`src/rtl/mexp_pkg.sv`:
```
`default_nettype none
package mexp_pkg;

	localparam int DEF_EXP_WIDTH = 32;
	localparam int DEF_MOD_WIDTH = 31;
	localparam int IN_WIDTH      = 32;
	localparam int OUT_WIDTH     = 31;
	localparam int APB_DW        = 32;
	localparam int APB_AW        = 3;

	localparam logic [31:0] MODULUS_RESET = 32'd1000000000;
	localparam logic        REG_MODULUS   = 1'b0;

	typedef enum logic [1:0] {
		FIN_ZERO,
		FIN_ONE,
		FIN_ACC
	} fin_sel_t;

	typedef struct packed {
		logic     load;
		logic     red_mul;
		logic     red_step;
		logic     set_base;
		logic     iter;
		logic     fin;
		fin_sel_t sel;
	} cmd_t;

	typedef struct packed {
		logic mod_zero;
		logic exp_zero;
		logic red_last;
	} stat_t;

endpackage
`default_nettype wire

```
`src/rtl/mexp_red.sv`:
```
`default_nettype none
module mexp_red import mexp_pkg::*; #(
	parameter int MOD_WIDTH = DEF_MOD_WIDTH,
	parameter int RED_W     = 2 * DEF_MOD_WIDTH
) (
	input  wire logic                 clk,
	input  wire logic                 load,
	input  wire logic                 step,
	input  wire logic [RED_W-1:0]     dividend,
	input  wire logic [MOD_WIDTH-1:0] modulus,
	output logic      [MOD_WIDTH-1:0] rem
);

	logic [RED_W-1:0]     div_q;
	logic [MOD_WIDTH-1:0] rem_q;
	logic [MOD_WIDTH:0]   trial;
	logic [MOD_WIDTH:0]   diff;

	assign trial = {rem_q, div_q[RED_W-1]};
	assign diff  = trial - {1'b0, modulus};
	assign rem   = rem_q;

	always_ff @(posedge clk) begin
		if (load) begin
			div_q <= dividend;
			rem_q <= '0;
		end else if (step) begin
			div_q <= div_q << 1;
			if (trial >= {1'b0, modulus}) begin
				rem_q <= diff[MOD_WIDTH-1:0];
			end else begin
				rem_q <= trial[MOD_WIDTH-1:0];
			end
		end
	end

endmodule
`default_nettype wire

```
`src/rtl/mexp_dp.sv`:
```
`default_nettype none
module mexp_dp import mexp_pkg::*; #(
	parameter int EXP_WIDTH = DEF_EXP_WIDTH,
	parameter int MOD_WIDTH = DEF_MOD_WIDTH
) (
	input  wire logic                 clk,
	input  wire logic                 arst_n,
	input  wire cmd_t                 cmd,
	input  wire logic [IN_WIDTH-1:0]  base_value,
	input  wire logic [IN_WIDTH-1:0]  exponent_value,
	input  wire logic [MOD_WIDTH-1:0] modulus,
	output stat_t                     stat,
	output logic      [OUT_WIDTH-1:0] power_result
);

	localparam int EW    = (EXP_WIDTH > IN_WIDTH) ? IN_WIDTH : EXP_WIDTH;
	localparam int RED_W = (2 * MOD_WIDTH > IN_WIDTH) ? 2 * MOD_WIDTH : IN_WIDTH;
	localparam int CNT_W = $clog2(RED_W);

	logic [MOD_WIDTH-1:0]   base_q;
	logic [MOD_WIDTH-1:0]   acc_q;
	logic [EW-1:0]          exp_q;
	logic [MOD_WIDTH-1:0]   result_q;
	logic [CNT_W-1:0]       cnt_q;
	logic [2*MOD_WIDTH-1:0] sq;
	logic [2*MOD_WIDTH-1:0] ab;
	logic [RED_W-1:0]       div_a;
	logic [RED_W-1:0]       div_b;
	logic [MOD_WIDTH-1:0]   rem_a;
	logic [MOD_WIDTH-1:0]   rem_b;
	logic                   red_load;

	assign sq       = base_q * base_q;
	assign ab       = acc_q * base_q;
	assign div_a    = cmd.load ? RED_W'(base_value) : RED_W'(sq);
	assign div_b    = RED_W'(ab);
	assign red_load = cmd.load | cmd.red_mul;

	mexp_red #(.MOD_WIDTH(MOD_WIDTH), .RED_W(RED_W)) u_red_a (
		.clk      (clk),
		.load     (red_load),
		.step     (cmd.red_step),
		.dividend (div_a),
		.modulus  (modulus),
		.rem      (rem_a)
	);

	mexp_red #(.MOD_WIDTH(MOD_WIDTH), .RED_W(RED_W)) u_red_b (
		.clk      (clk),
		.load     (cmd.red_mul),
		.step     (cmd.red_step),
		.dividend (div_b),
		.modulus  (modulus),
		.rem      (rem_b)
	);

	assign stat.mod_zero = (modulus == '0);
	assign stat.exp_zero = (exp_q == '0);
	assign stat.red_last = (cnt_q == CNT_W'(RED_W - 1));
	assign power_result  = OUT_WIDTH'(result_q);

	always_ff @(posedge clk or negedge arst_n) begin
		if (!arst_n) begin
			cnt_q <= '0;
		end else if (red_load) begin
			cnt_q <= '0;
		end else if (cmd.red_step) begin
			cnt_q <= cnt_q + CNT_W'(1);
		end
	end

	always_ff @(posedge clk) begin
		if (cmd.load) begin
			exp_q <= EW'(exponent_value);
			acc_q <= (modulus == MOD_WIDTH'(1)) ? '0 : MOD_WIDTH'(1);
		end
		if (cmd.set_base) begin
			base_q <= rem_a;
		end
		if (cmd.iter) begin
			base_q <= rem_a;
			exp_q  <= exp_q >> 1;
			if (exp_q[0]) begin
				acc_q <= rem_b;
			end
		end
		if (cmd.fin) begin
			case (cmd.sel)
				FIN_ZERO: result_q <= '0;
				FIN_ONE:  result_q <= MOD_WIDTH'(1);
				FIN_ACC:  result_q <= acc_q;
				default:  result_q <= '0;
			endcase
		end
	end

endmodule
`default_nettype wire

```
`config.mk`:
```
export PLATFORM = sky130hd
export DESIGN_NAME = mexp_dp
export DESIGN_NICKNAME = d
export VERILOG_FILES = /design/src/rtl/mexp_pkg.sv /design/src/rtl/mexp_red.sv /design/src/rtl/mexp_dp.sv
export SDC_FILE = /design/constraint.sdc
export NUM_CORES = 2
export LEC_CHECK = 0
export BUFFER_PORTS_ARGS = -buffer_cell sky130_fd_sc_hd__buf_2
export CAP_MARGIN = 30
export CORE_UTILIZATION = 30
export DETAILED_ROUTE_END_ITERATION = 16
export PLACE_DENSITY = 0.48
export SLEW_MARGIN = 20
export SYNTH_ARGS = -nofsm -noshare
export SYNTH_HDL_FRONTEND = slang
export SYNTH_SLANG_ARGS = --single-unit
```
`constraint.sdc`:
```
create_clock -name clk -period 24.9 [get_ports clk]
set_clock_uncertainty 0.05 [all_clocks]
set_input_delay 4.98 -clock clk [delete_from_list [all_inputs] [get_ports clk]]
set_output_delay 4.98 -clock clk [all_outputs]
set_load 0.05 [all_outputs]
```
# Yosys cells after proc, flatten, opt, wreduce, memory -nomap -nowiden
# Index checks and enable logic that the tools add are counted.
# totals
ff_bits	317
out_inout_bits	34
wordCells	46
# classes
n_addsub	3
n_mul	2
order_cmp	2
n_eq_ne	4
mux	18
bitwise_logic	1
reduce_logical	6
# op_table
cell	n
$mux W62	5
$mux W31	9
$mul A31 B31 Y62	2
$ge A32 B31 Y1	2
$pmux W31 S2	1
$sub A31 B31 Y31	2
$logic_not A32 Y1	1
$eq A31 B1 Y1 const B	1
$logic_not A31 Y1	1
$mux W6	2
$reduce_bool A2 Y1	4
$add A6 B1 Y6 const B	1
$eq A6 B6 Y1 const B	1
$eq A2 B1 Y1 const B	1
$eq A2 B2 Y1 const B	1
$mux W1	1
$or A1 B1 Y1	1

# Depth between registers and ports, before layout
# depth
word_depth	5
ltp_mapped	32

# Modules after synthesis
# From an unflattened synthesis, not the netlist that was laid out.
# hier_totals
hier_cells	8034
area_unflattened_um2	75479.9
# modules_own_cells
module	instances	cells_per_inst	area_each_um2
mexp_dp	1	6886	63713.6
mexp_red	2	574	5883.1

# Worst setup path after synthesis
# OpenSTA, ideal clock, no wires.
# synth_path
kind	input -> output
startpoint	input port modulus[5]
endpoint	output port stat[2] in the netlist's numbering
t_arrival_ns	6.471
required_time_ns	19.870
path_slack_ns	13.399
stages	3
n_path_buf	0
cell_sequence	nor4_1 nand4_1 nor3_1
# synth_rtl
item	line	source
start, declared	mexp_dp.sv:11	input wire logic [MOD_WIDTH-1:0] modulus,
end, declared	mexp_dp.sv:12	output stat_t stat,

==> flow_summary_export.csv <==
group,metric,value,unit
placed_design,pre_cts_ws,13.83,ns
die,io_pins,139,
cts,clk_latency,0.70,ns
synthesis,syn_area_per_cell,9.422,um^2
timing,setup_slack,13.83,ns
cts,clk_pin_slew,0.05,ns
cts,cts_hold_buf,0,
synthesis,netlist_area,73850,um^2
cells_and_area,layout-drive-gt1-share,0.05854,
grt,grt_pass1_wl,331400,um
cts,postCtsSetupBuffers,0,
timing,rsz0062_at_grt,"false",
timing,slew_headroom,0.3651,
cells_and_area,multi_input_area,57250,um^2
placed_design,io_buffers,138,
critical_path,start_kind,"primary input",
synthesis,synth_cell_types,77,
timing,worst_pin_slew,0.9523,ns
grt,grt_overflow,0,
grt,grtUsageTotal,0.1712,
critical_path,cp.required,19.87,ns
timing,slew_viol_final,0,
cts,ctsResizeCount,0,
drt,ant_nets,0,
critical_path,critPathTopFamily,"simple AND/OR/NAND/NOR gates",
drt,drc,0,
drt,via_count,51730,
synthesis,postSynth.asyncResetShare,0.01893,
timing,clock.fmax,90.32,MHz
cells_and_area,final_common_cell,"inv_1",
grt,grt_pass1_vias,57590,
placed_design,hpwl,160100,um
pwr,powerDensity,33.67,nW/um^2
critical_path,crit_type,"primary input to primary output",
critical_path,crit_chain,"buf_2 > nor4_1 > nand4_1 > nor3_1 > buf_2",
cts,htreeDepth,2,
drt,vias_per_cell,4.711,
worst_hold_path,min_path_type,"register to register",
drt,routedWlPerCell,18.70,um
cts,cts_root_buf,"clkbuf_16",
die,core_area,243900,um^2
drt,drtIter0Drc,2494,
critical_path,rr_startpoint,"base_q[5]$_DFFE_PP_",
die,chipHeight,498.2,um
timing,period_share,0.4446,
status,status,"complete, no violations",
pwr,power.leakage,40.19,nW
cells_and_area,area_delta_synth_final,7.658,%
die,die-area,248200,um^2
die,num_rows,181,
timing,final_hold_viol_count,0,
critical_path,endpoint_kind,"primary output",
cts,cts_sinks,317,
pwr,vdd_ir_drop_max,0.04530,mV
cts,cts_tree,"built",
cts,cts_max_path_buffers,3,
critical_path,crit_top_cell,"buf_2",
synthesis,synth-edff-count,217,
critical_path,crit_slowest_cell,"nor4_1",
cells_and_area,num-fill-cells,25410,
die,fp.dieW,498.2,um
synthesis,synthFlopType,"edfxtp_1",
synthesis,syn_inst,7838,
synthesis,synth.net_count,10120,
synthesis,yosysWarnings,0,
placed_design,gp_congestion,0.8383,
cells_and_area,nNetsFinal,10020,
flow_run,drv_cap,0,
critical_path,cpPeakStageDelay,0.31,ns
synthesis,seq_area_frac_synth,0.1158,
timing,setup_viol,0,
critical_path,arrival,6.04,ns
cts,cts_buffers,46,
worst_hold_path,hp-start,"acc_q[9]$_DFF_P_",
cells_and_area,seqCellArea,8548,um^2
critical_path,cp_max_fo,2,
grt,grt_max_degree,63,
cells_and_area,layout_common_cells,"inv_1, fa_1, nand2_1",
critical_path,path_buf_inv,2,
timing,tns,0,ns
synthesis,ys_ff_latch,317,
timing,period_minus_slack,11.07,ns
critical_path,crit_start,"modulus[16]",
die,initial_utilization,0.3028,
drt,first_pass_iters,5,
grt,antenna_found_initial,11,
drt,drt_wl_total,205400,um
## sequential cells by signal (all words and copies together), names as in the netlist
name / flops
cnt_q: 6
base_q: 31
exp_q: 32
acc_q: 31
power_result: 31
u_red_a.rem: 31
u_red_b.rem: 31
u_red_a.div_q: 62
u_red_b.div_q: 62
## worst paths after layout
kind,endpoint,slack (ns),depth (start not counted)
max,stat[2],13.83,5
min reg2reg,acc_q[9]$_DFF_P_,0.42,2
min in group asynchronous,cnt_q[2]$_DFFE_PN0P_,4.08,1
min,acc_q[9]$_DFF_P_,0.42,2
max reg2reg,u_red_a.div_q[54]$_DFFE_PP_,14.87,27
max in group asynchronous,cnt_q[3]$_DFFE_PN0P_,20.57,1
## layout make-up
class,instances,area share
Multi-Input combinational cell,5369,0.7200
Sequential cell,317,0.1075
Inverter,1754,0.08281
Tap cell,3202,0.05039
Timing Repair Buffer,247,0.01940
Clock buffer,56,0.01549
Clock inverter,29,0.004123
Antenna cell,7,0.0002203
## synth_stat cells (94+ instances only)
library cell / n / area (um^2)
nand2_1: 1039 / 3900
ha_1: 591 / 7395
nor2_1: 168 / 630.6
xnor2_1: 107 / 937.2
and2_1: 618 / 3866
dfxtp_1: 94 / 1882
inv_1: 1753 / 6580
fa_1: 1587 / 31770
edfxtp_1: 217 / 6516
a21oi_1: 212 / 1061
a21o_1: 113 / 848.3
clkbuf_1: 383 / 1438
o21ai_0: 217 / 1086
## layer usage
layer,wire [um],up-vias,GRT usage
met3,8013,192,0.01714
met1,92530,27050,0.2314
met5,0,-,0
met4,4558,0,0.03901
met2,100300,993,0.2937
li1,-,23500,-
## through the flow
step | instances | hold WS (ns) | power [W] | instance area (um^2) | utilization
final | 10980 | 0.4197 | 0.002677 | 79510 | 0.3260
after global routing | 10970 | 0.4511 | 0.002908 | 79490 | 0.3259
after CTS | 10970 | 0.4250 | 0.002734 | 79460 | 0.3258
after detailed placement | 10890 | 0.4131 | 0.001993 | 77900 | 0.3194
after global placement | 10890 | 0.4102 | 0.001980 | 77880 | 0.3193
after floorplan | 7838 | 0.4008 | 0.001600 | 73850 | -
## cells by family after synthesis
| family | synth area share |
|---|---|
| muxes | 0.02240 |
| xor gates and xnor gates | 0.02277 |
| adders and majority gates | 0.5303 |
| DFF | 0.1158 |
| AOI/OAI and AO/OA | 0.06409 |
| buffers and inverters | 0.1095 |
| and+or+nand+nor | 0.1352 |
## power breakdown
group | internal (W) | switching, W
Clock | 0.000400 | 0.000303
Combinational | 0.000501 | 0.000810
Sequential | 0.000639 | 0.0000239
## worst reg2reg max path: stages, from the launching register on
cell and delay [ns]:
edfxtp_1 0.33, buf_4 0.59, buf_4 0.45, inv_1 0.23, nor2_1 0.29, fa_1 0.46
fa_1 0.49, fa_1 0.52, inv_1 0.05, fa_1 0.48, inv_1 0.06, fa_1 0.50
fa_1 0.46, fa_1 0.53, fa_1 0.41, ha_1 0.37, a21oi_1 0.24, o21ai_0 0.18
a221oi_1 0.33, o21ai_0 0.12, a31oi_1 0.56, o21ai_1 0.36, a221oi_2 0.43, nor2_1 0.09
o311ai_1 0.67, o21ai_1 0.15, xor2_1 0.17, a22o_1 0.19
Note: power is estimated with default switching activity, not from simulation.
