File: config.mk
export PLATFORM = sky130hd
export DESIGN_NAME = mexp_ctrl
export DESIGN_NICKNAME = d
export VERILOG_FILES = /design/src/rtl/mexp_pkg.sv /design/src/rtl/mexp_ctrl.sv
export SDC_FILE = /design/constraint.sdc
export NUM_CORES = 1
export LEC_CHECK = 0
export ABC_AREA = 0
export BUFFER_PORTS_ARGS = -buffer_cell sky130_fd_sc_hd__buf_2
export CORE_AREA = 2 2 39 41
export CTS_BUF_LIST = sky130_fd_sc_hd__clkbuf_8
export DETAILED_ROUTE_END_ITERATION = 8
export DIE_AREA = 0 0 41 43
export GPL_TIMING_DRIVEN = 0
export PLACE_DENSITY = 0.58
export SLEW_MARGIN = 40
export SYNTH_ARGS = -nofsm -noshare
export SYNTH_HDL_FRONTEND = slang
export SYNTH_SLANG_ARGS = --single-unit
export TNS_END_PERCENT = 10
File: constraint.sdc
create_clock -name clk -period 1.2 [get_ports clk]
set_input_delay 0.06 -clock clk [delete_from_list [all_inputs] [get_ports clk]]
set_output_delay 0.06 -clock clk [all_outputs]
set_load 0.02 [all_outputs]
File: src/rtl/mexp_pkg.sv
`default_nettype none
package mexp_pkg;

	localparam int DEF_EXP_WIDTH = 32;
	localparam int DEF_MOD_WIDTH = 31;
	localparam int IN_WIDTH      = 32;
	localparam int OUT_WIDTH     = 31;
	localparam int APB_DW        = 32;
	localparam int APB_AW        = 3;

	localparam logic [31:0] MODULUS_RESET = 32'd1000000000;
	localparam logic        REG_MODULUS   = 1'b0;

	typedef enum logic [1:0] {
		FIN_ZERO,
		FIN_ONE,
		FIN_ACC
	} fin_sel_t;

	typedef struct packed {
		logic     load;
		logic     red_mul;
		logic     red_step;
		logic     set_base;
		logic     iter;
		logic     fin;
		fin_sel_t sel;
	} cmd_t;

	typedef struct packed {
		logic mod_zero;
		logic exp_zero;
		logic red_last;
	} stat_t;

endpackage
`default_nettype wire

File: src/rtl/mexp_ctrl.sv
`default_nettype none
module mexp_ctrl import mexp_pkg::*; (
	input  wire logic  clk,
	input  wire logic  arst_n,
	input  wire logic  start,
	input  wire stat_t stat,
	output cmd_t       cmd,
	output logic       busy,
	output logic       done
);

	typedef enum logic [2:0] {
		S_IDLE,
		S_CHECK,
		S_REDB,
		S_SETB,
		S_LOOP,
		S_RED,
		S_ITER
	} state_t;

	state_t state_q;
	logic   done_q;

	assign busy = (state_q != S_IDLE);
	assign done = done_q;

	always_comb begin
		cmd = '0;
		cmd.sel = FIN_ACC;
		case (state_q)
			S_IDLE:  cmd.load = start;
			S_CHECK: begin
				if (stat.mod_zero) begin
					cmd.fin = 1'b1;
					cmd.sel = FIN_ZERO;
				end else if (stat.exp_zero) begin
					cmd.fin = 1'b1;
					cmd.sel = FIN_ONE;
				end
			end
			S_REDB:  cmd.red_step = 1'b1;
			S_SETB:  cmd.set_base = 1'b1;
			S_LOOP: begin
				if (stat.exp_zero) begin
					cmd.fin = 1'b1;
				end else begin
					cmd.red_mul = 1'b1;
				end
			end
			S_RED:   cmd.red_step = 1'b1;
			S_ITER:  cmd.iter = 1'b1;
			default: cmd = '0;
		endcase
	end

	always_ff @(posedge clk or negedge arst_n) begin
		if (!arst_n) begin
			state_q <= S_IDLE;
			done_q  <= 1'b0;
		end else begin
			done_q <= cmd.fin;
			case (state_q)
				S_IDLE: begin
					if (start) begin
						state_q <= S_CHECK;
					end
				end
				S_CHECK: begin
					if (stat.mod_zero || stat.exp_zero) begin
						state_q <= S_IDLE;
					end else begin
						state_q <= S_REDB;
					end
				end
				S_REDB: begin
					if (stat.red_last) begin
						state_q <= S_SETB;
					end
				end
				S_SETB:  state_q <= S_LOOP;
				S_LOOP: begin
					if (stat.exp_zero) begin
						state_q <= S_IDLE;
					end else begin
						state_q <= S_RED;
					end
				end
				S_RED: begin
					if (stat.red_last) begin
						state_q <= S_ITER;
					end
				end
				S_ITER:  state_q <= S_LOOP;
				default: state_q <= S_IDLE;
			endcase
		end
	end

endmodule
`default_nettype wire

Word-level counts from Yosys, hierarchy flattened
Cells that the tools add are included.
{ "classes": {"eq_ne": 9, "n_reduce_logical": 7, "mux": 17} }
{ "ops": {"columns": ["operator", "n"], "rows": [
  ["3-bit 2-to-1 mux", 6],
  ["3-bit case mux with 6 select lines", 1],
  ["3-bit equality test, second input constant", 3],
  ["1-bit 2-to-1 mux", 7],
  ["3-bit by 2-bit equality test with 1-bit output, second input constant", 2],
  ["2-bit != test, second input constant", 3],
  ["6-bit OR reduction", 1],
  ["2-bit case mux with 2 select lines", 1],
  ["2-bit OR reduction", 2],
  ["3-bit by 1-bit equality test with 1-bit output, second input constant", 1],
  ["3-bit logical NOT", 1],
  ["3-bit AND reduction", 1],
  ["3-bit nonzero test", 1],
  ["2-bit 2-to-1 mux", 1],
  ["1-bit case mux with 2 select lines", 1],
  ["1-bit logical OR", 1]
]} }
{ "word_totals": {"reg_bits": 4, "output_inout_bits": 10} }

Depth between registers and ports, before layout
Gate-level depths: netlist of run 1.
{ "depth": {"depth_word": 3, "ltp_mapped": 5} }

Worst setup path before layout of run 1
OpenSTA, ideal clock, no wires.
{ "synth_path": {"kind": "flip-flop to flip-flop", "start": "reg state_q[0]", "end": "reg done_q (netlist: done)", "period_less_slack_ns": 1.253, "setup_time_ns": 0.168, "stages_incl_launch_ff": 4, "arrival_time_ns": 1.085, "path_slack_ns": -0.053, "cell_sequence": "dfrtp_1 buf_6 nand3b_1 a21oi_1"} }
{ "synth_rtl": {"columns": ["element", "line_no", "rtl"], "rows": [
  ["from (decl)", "mexp_ctrl.sv:22", "state_t state_q;"],
  ["from (signal assigned)", "mexp_ctrl.sv:59", "state_q <= S_IDLE;"],
  ["from (signal assigned)", "mexp_ctrl.sv:66", "state_q <= S_CHECK;"],
  ["from (signal assigned)", "mexp_ctrl.sv:71", "state_q <= S_IDLE;"],
  ["to (signal assigned)", "mexp_ctrl.sv:62", "done_q <= cmd.fin;"],
  ["to (decl)", "mexp_ctrl.sv:23", "logic done_q;"]
]} }

Final worst setup path of run 1
{ "layout_path": {"start": "reg state_q[0]", "end": "out busy"} }
{ "layout_between": {"elab_chain_cells": 1} }
{ "layout_lines": {"columns": ["element", "line_no", "rtl"], "rows": [
  ["3-bit nonzero test", "mexp_ctrl.sv:25", "assign busy = (state_q != S_IDLE);"],
  ["to (decl)", "mexp_ctrl.sv:8", "output logic busy,"]
]} }
No other way between the ends.

==> results of run 1 <==
## report_power, final
part / internal [mW] / switching (mW) / total (mW)
Sequential: 0.196 / 0.0392 / 0.235
Clock: 0.214 / 0.0710 / 0.285
Combinational: 0.590 / 0.602 / 1.19
## metal layers
metal / vias to the layer above / routed length [um] / global-route usage [%]
met5: - / 0 / 0
met1: 169 / 424 / 15.8
met3: 3 / 60 / 3.14
met2: 15 / 417 / 13.8
met4: 0 / 33 / 12.0
li1: 188 / - / -
## per-stage QoR
stage	setup WS, ns	util, %
3_3_place_gp	0.0501	33.7
2_1_floorplan	0.0683	-
6_report	-0.131	43.2
4_1_cts	-0.137	41.7
5_1_grt	-0.172	43.2
3_5_place_dp	0.0241	33.7
## cell usage in the layout (no fill, tap or decap)
master and count:
buf_6 4, nor4b_2 2, nor2_1 1, a21oi_2 1, nand3b_1 1, nor4_2 1
or3_4 1, a31oi_1 1, mux2i_1 1, nand2_4 1, a21oi_1 2, clkinv_2 1
o21bai_1 1, nor3b_2 2, o31ai_1 1, nand2_1 3, o21ai_1 3, dfrtp_1 4
buf_8 1, buf_2 11, nor2b_4 1, nor2b_1 2, a22oi_1 1, buf_4 9
dlygate4sd3_1 1, o41ai_2 1, clkbuf_8 3, a21o_1 1, inv_2 1
## sequential cells by signal, summed over array words and instances (netlist names)
signal	flops
state_q	3
done	1
## worst max path at each step
stage                     endpoint  slack (ns)       start
after floorplan             cmd[7]        0.07  state_q[2]
after global placement      cmd[2]        0.05  state_q[2]
after detailed placement    cmd[2]        0.02  state_q[2]
after CTS                     busy       -0.14  state_q[0]
after global routing        cmd[5]       -0.17  state_q[0]
final                         busy       -0.13  state_q[0]
## final cells by class
| cell class | count | area share [%] |
|---|---|---|
| plain buffers | 4 | 8.16 |
| clock buffers | 3 | 6.90 |
| inverters | 2 | 1.46 |
| multi-input cells | 28 | 39.3 |
| flip-flops and latches | 4 | 16.7 |
| well taps | 16 | 3.35 |
| repair buffers | 22 | 24.1 |
## logic make-up (layout without fill, tap and decap cells)
family,count (synthesis),in the layout
multiplexers,1,1
flip-flops,4,4
AND/OR/NAND/NOR,15,15
buffers and inverters,6,31
AO/OA/AOI/OAI,12,12
## what timing repair did
item                                    CTS  global route
pin swaps                                 1             0
cloned                                    0             1
hold endpoints to repair                  4             0
gates resized for setup                  11             2
endpoints found under the setup margin    8             9
hold buffers                              1             0
buffers inserted                          4             1
==> metrics.txt, run 1 <==
status=finished with violations; failing checks=setup timing; Setup Skew=0.000288 ns; Yosys cell types=24; Placed Cells=69; Synth warnings=0; adder-cell share of the synthesized area=0%; Crit Reg-Reg Endpoint=state_q[0]; Synth async-reset ratio=100%; Least-Margin Pin Slew=0.251 ns; Vias=375; antenna-violating nets left=0; Slew Viols, Final=0; R2R Setup Slk=0.11 ns; die area=1760 um2; Sequential Area=100 um2; total grt overflow=0; XOR/XNOR Fraction of Synth Area=0%; CTS tree=built; mux contribution to synthesized area=~2.7%; mean routed wirelength per cell=around 12 um; first-pass GRT wire length=1.31 mm; layout cells sized above 1=around 63%; pwr dens=around 2900 nW/um2; DP Wirelength=613 um; worst-path cell chain=buf_6, or3_4, buf_6; Inserted Clock Buffers=3; Worst R2R Path Depth=4; Slowest-stage cell, CP=dfrtp_1; Arrival @ worst endpoint=roughly 1.3 ns; critical path depth in cells=3; sum of buffers and inverters on the critical path=2; RSZ-0062 raised after global routing=yes; Initial Utilization=between 20% and 30%; syn_nets=44; H-tree depth=1; Layout Cells excl Fill=around 80; Tot Pwr=between 1.5 and 2 mW; CTS max path bufs=2; Fmax=about 0.75 GHz; Filler cells=145; period utilization=111%; Avg Cell Area, Syn=9.68 um2; Post-synth top flop=dfrtp_1; Iteration-0 DRC Markers=1; final instance area=598 um2; Final Hold Viols=0; Hold Crit Endpoint=state_q[1]; crit path time final=1.33 ns; Hold Path Cell Cnt=2; initial antenna violation count=0; crit path max fanout=8; worst setup path category=flop to primary output; Core Footprint=1380 um2; clk sink count=4; post-synthesis compound-gate area fraction=22.4%; Routed WL=about 940 um; antenna cells=0; top-count cell post-synth=dfrtp_1; Yosys top cell by area=dfrtp_1; post-placement cell area=467 um2; leakage=between 0.2 and 0.3 nW; Clock Latency Late Sink=0.22 ns; vias in the first global route=just under 300; Crit path required time=1.14 ns; Worst path max stage delay=0.40 ns; setup slack after layout=-0.131 ns; top post-synthesis cells by count=dfrtp_1 (4), a21oi_1 (3), buf_6 (3), nand2_1 (3), nor2b_1 (3); IO buf count=15; Site Rows=14; I/O pin cnt=16; Syn-to-layout area delta=62.6%; Synth area leaders=dfrtp_1 (27%), buf_6 (9.2%), nor4b_2 (8.2%), nor3b_2 (6.8%), nor2b_1 (5.1%); die width=41 um; GRT Total Usage=11.7%; CP Capture Type=primary output; Post-Syn Area=368 um2; R2R Path Start=state_q[0]; Multi-input gate area=235 um2; Mapped Cells=38; type of origin of the critical path=flop; Detailed Routing Iterations Pass 1=3; sequential-to-total area share from yosys stat=27.2%; Synth Area in Simple Gates=34.4%; largest net degree at the start of global routing=11; height of the die=43 um; Synth Register Bits=4; max cap viols=0; post-DR vias/cell=4.75; hold wc startpoint=stat[2]; Post-synth EDFFs=0; setup_tns=-0.786 ns; post-synth top area share=27.2%; final setup violation count=9; Hold Worst Slack=approximately 0.10 ns; VDD IR max=1.15 mV; cell mode on critical path=buf_6; relative slew slack=between 80% and 90%; worst min-delay path class=input pin to flop; Root Driver=clkbuf_8; Top delay family on crit path=flip-flops; DRC viols=0; Final nets=between 70 and 80; Reg clk slew, reported paths=0.03 ns; largest family of logic cells by synthesized area=simple AND/OR/NAND/NOR gates; Final GP Congestion=0.781
(Power assumes the default switching activity.)
==> inputs of run 2 (changes only) <==
--- a/config.mk
+++ b/config.mk
@@ -13,6 +13,7 @@
 export DIE_AREA = 0 0 41 43
 export GPL_TIMING_DRIVEN = 0
 export PLACE_DENSITY = 0.58
+export RECOVER_POWER = 100
 export SLEW_MARGIN = 40
 export SYNTH_ARGS = -nofsm -noshare
 export SYNTH_HDL_FRONTEND = slang
==> metrics.txt, run 2 (same netlist as run 1, synthesis figures left out) <==
status=finished with violations (unchanged); failing checks=setup timing (unchanged); CTS tree=built (unchanged); number of flip-flops in the largest register=3 (unchanged); met3 usage=3.14% (unchanged); Detailed Routing Iterations Pass 1=3 (unchanged); R2R Path Start=state_q[0] (unchanged); Slowest-stage cell, CP=dfrtp_1 (unchanged); Syn-to-layout area delta=61.9% (was 62.6%); antenna cells=0 (unchanged); Worst R2R Path Depth=4 (unchanged); final instance area=596 um2 (was 598 um2); I/O pin cnt=16 (unchanged); die width=41 um (unchanged); commonest cells after routing, fill and taps aside=buf_2 (9), buf_4 (9), buf_6 (4), dfrtp_1 (4) (was buf_2 (11), buf_4 (9), buf_6 (4), dfrtp_1 (4)); Crit Reg-Reg Endpoint=state_q[0] (unchanged); GRT met2 Usage=13.8% (unchanged); total grt overflow=0 (unchanged); Final Hold Viols=0 (unchanged); Reg clk slew, reported paths=0.03 ns (about the same); Setup Skew=0.000288 ns (unchanged); period utilization=111% (unchanged); Root Driver=clkbuf_8 (unchanged); R2R Setup Slk=0.11 ns (about the same); Most flops, register=state_q (unchanged); Final nets=71 (unchanged); critical path depth in cells=3 (unchanged); height of the die=43 um (unchanged); Arrival @ worst endpoint=1.27 ns (about the same); H-tree depth=1 (unchanged); Worst path max stage delay=0.40 ns (about the same); worst-path cell chain=buf_6, or3_4, buf_6 (unchanged); Fmax=0.751 GHz (unchanged); GRT Total Usage=11.7% (unchanged); post-DR vias/cell=4.75 (unchanged); DRC viols=0 (unchanged); Vias=375 (unchanged); Filler cells=146 (was 145); Iteration-0 DRC Markers=1 (unchanged); Crit path required time=1.14 ns (about the same); RSZ-0062 raised after global routing=yes (unchanged); Routed WL=936 um (unchanged); pwr dens=2870 nW/um2 (was 2860 nW/um2); crit path max fanout=8 (unchanged); IO buf count=15 (unchanged); crit path time final=1.33 ns (unchanged); Final GP Congestion=0.781 (unchanged); Critical Path Source=state_q[0] (unchanged); type of origin of the critical path=flop (unchanged); Multi-input gate area=235 um2 (unchanged); Site Rows=14 (unchanged); Sequential Area=100 um2 (unchanged); layout cells sized above 1=60.3% (was 63.5%); antenna-violating nets left=0 (unchanged); sum of buffers and inverters on the critical path=2 (unchanged); worst setup path category=flop to primary output (unchanged); VDD IR max=1.15 mV (about the same); Initial Utilization=26.6% (unchanged); end of the critical path=busy (unchanged); first-pass GRT wire length=1.31 mm (unchanged); Slew Viols, Final=0 (unchanged); Clock Latency Late Sink=0.22 ns (about the same); worst min-delay path class=input pin to flop (unchanged); mean routed wirelength per cell=11.8 um (unchanged); setup slack after layout=-0.131 ns (unchanged); final design utilization=43.0% (was 43.2%); final setup violation count=9 (unchanged); Most Used Layer, Global Route=met1 (unchanged); CP Capture Type=primary output (unchanged); vias in the first global route=298 (unchanged); Core Footprint=1380 um2 (unchanged); DP Wirelength=613 um (unchanged); Place WS=0.0241 ns (unchanged); post-placement cell area=467 um2 (unchanged); relative slew slack=83.1% (unchanged); max cap viols=0 (unchanged); Tot Pwr=1.71 mW (about the same); die area=1760 um2 (unchanged); Hold Worst Slack=0.102 ns (unchanged); Least-Margin Pin Slew=0.251 ns (unchanged); initial antenna violation count=0 (unchanged); cell mode on critical path=buf_6 (unchanged); Inserted Clock Buffers=3 (unchanged); leakage=0.278 nW (was 0.284 nW); Top delay family on crit path=flip-flops (unchanged); clk sink count=4 (unchanged); largest net degree at the start of global routing=11 (unchanged); met1 GRT Util=15.8% (unchanged); CTS max path bufs=2 (unchanged)
[run 2: routing by layer]
metal / up-vias / wire length (um)
met3: 3 / 61
met2: 15 / 417
li1: 188 / -
met4: 0 / 33
met1: 169 / 423
met5: - / 0
[run 2: worst register-to-register path, stage by stage (launching register included)]
cell     delay, ns
dfrtp_1       0.40
buf_4         0.15
nor3b_2       0.24
a22oi_1       0.13
o31ai_1       0.08
[run 2: how the worst min path moves through the flow]
stage	end	slack, ns	depth (start not counted)	startpoint
2_1_floorplan	done	-0.24	0	arst_n
3_3_place_gp	done	-0.13	1	arst_n
3_5_place_dp	state_q[1]	-0.13	1	arst_n
4_1_cts	state_q[1]	0.09	2	stat[2]
5_1_grt	state_q[1]	0.11	2	stat[2]
6_report	state_q[1]	0.10	2	stat[2]
[run 2: report_power, final]
| group | switching (mW) | internal (mW) | total, mW |
|---|---|---|---|
| Combinational | 0.603 | 0.585 | 1.19 |
| Clock | 0.0710 | 0.214 | 0.285 |
| Sequential | 0.0400 | 0.196 | 0.236 |
[run 2: final cells by class]
| class | count | share of cell area [%] |
|---|---|---|
| multi-input combinational | 28 | 39.5 |
| timing repair buffer | 22 | 23.7 |
| sequential | 4 | 16.8 |
| buffer | 4 | 8.19 |
| clock buffer | 3 | 6.93 |
| tap | 16 | 3.36 |
| inverter | 2 | 1.47 |
[run 2: through the flow]
stage | TNS, ns | std cells
after floorplan | 0 | 38
after global placement | 0 | 69
after detailed placement | 0 | 69
after CTS | -0.882 | 77
after global routing | -1.31 | 79
final | -0.786 | 79
[run 2: repair_timing]
item,CTS,global route
resized for setup,11,2
pin swaps,1,0
endpoints found under the setup margin,8,9
hold endpoints to repair,4,0
hold buffers,1,0
buffers inserted,4,1
cloned,0,1
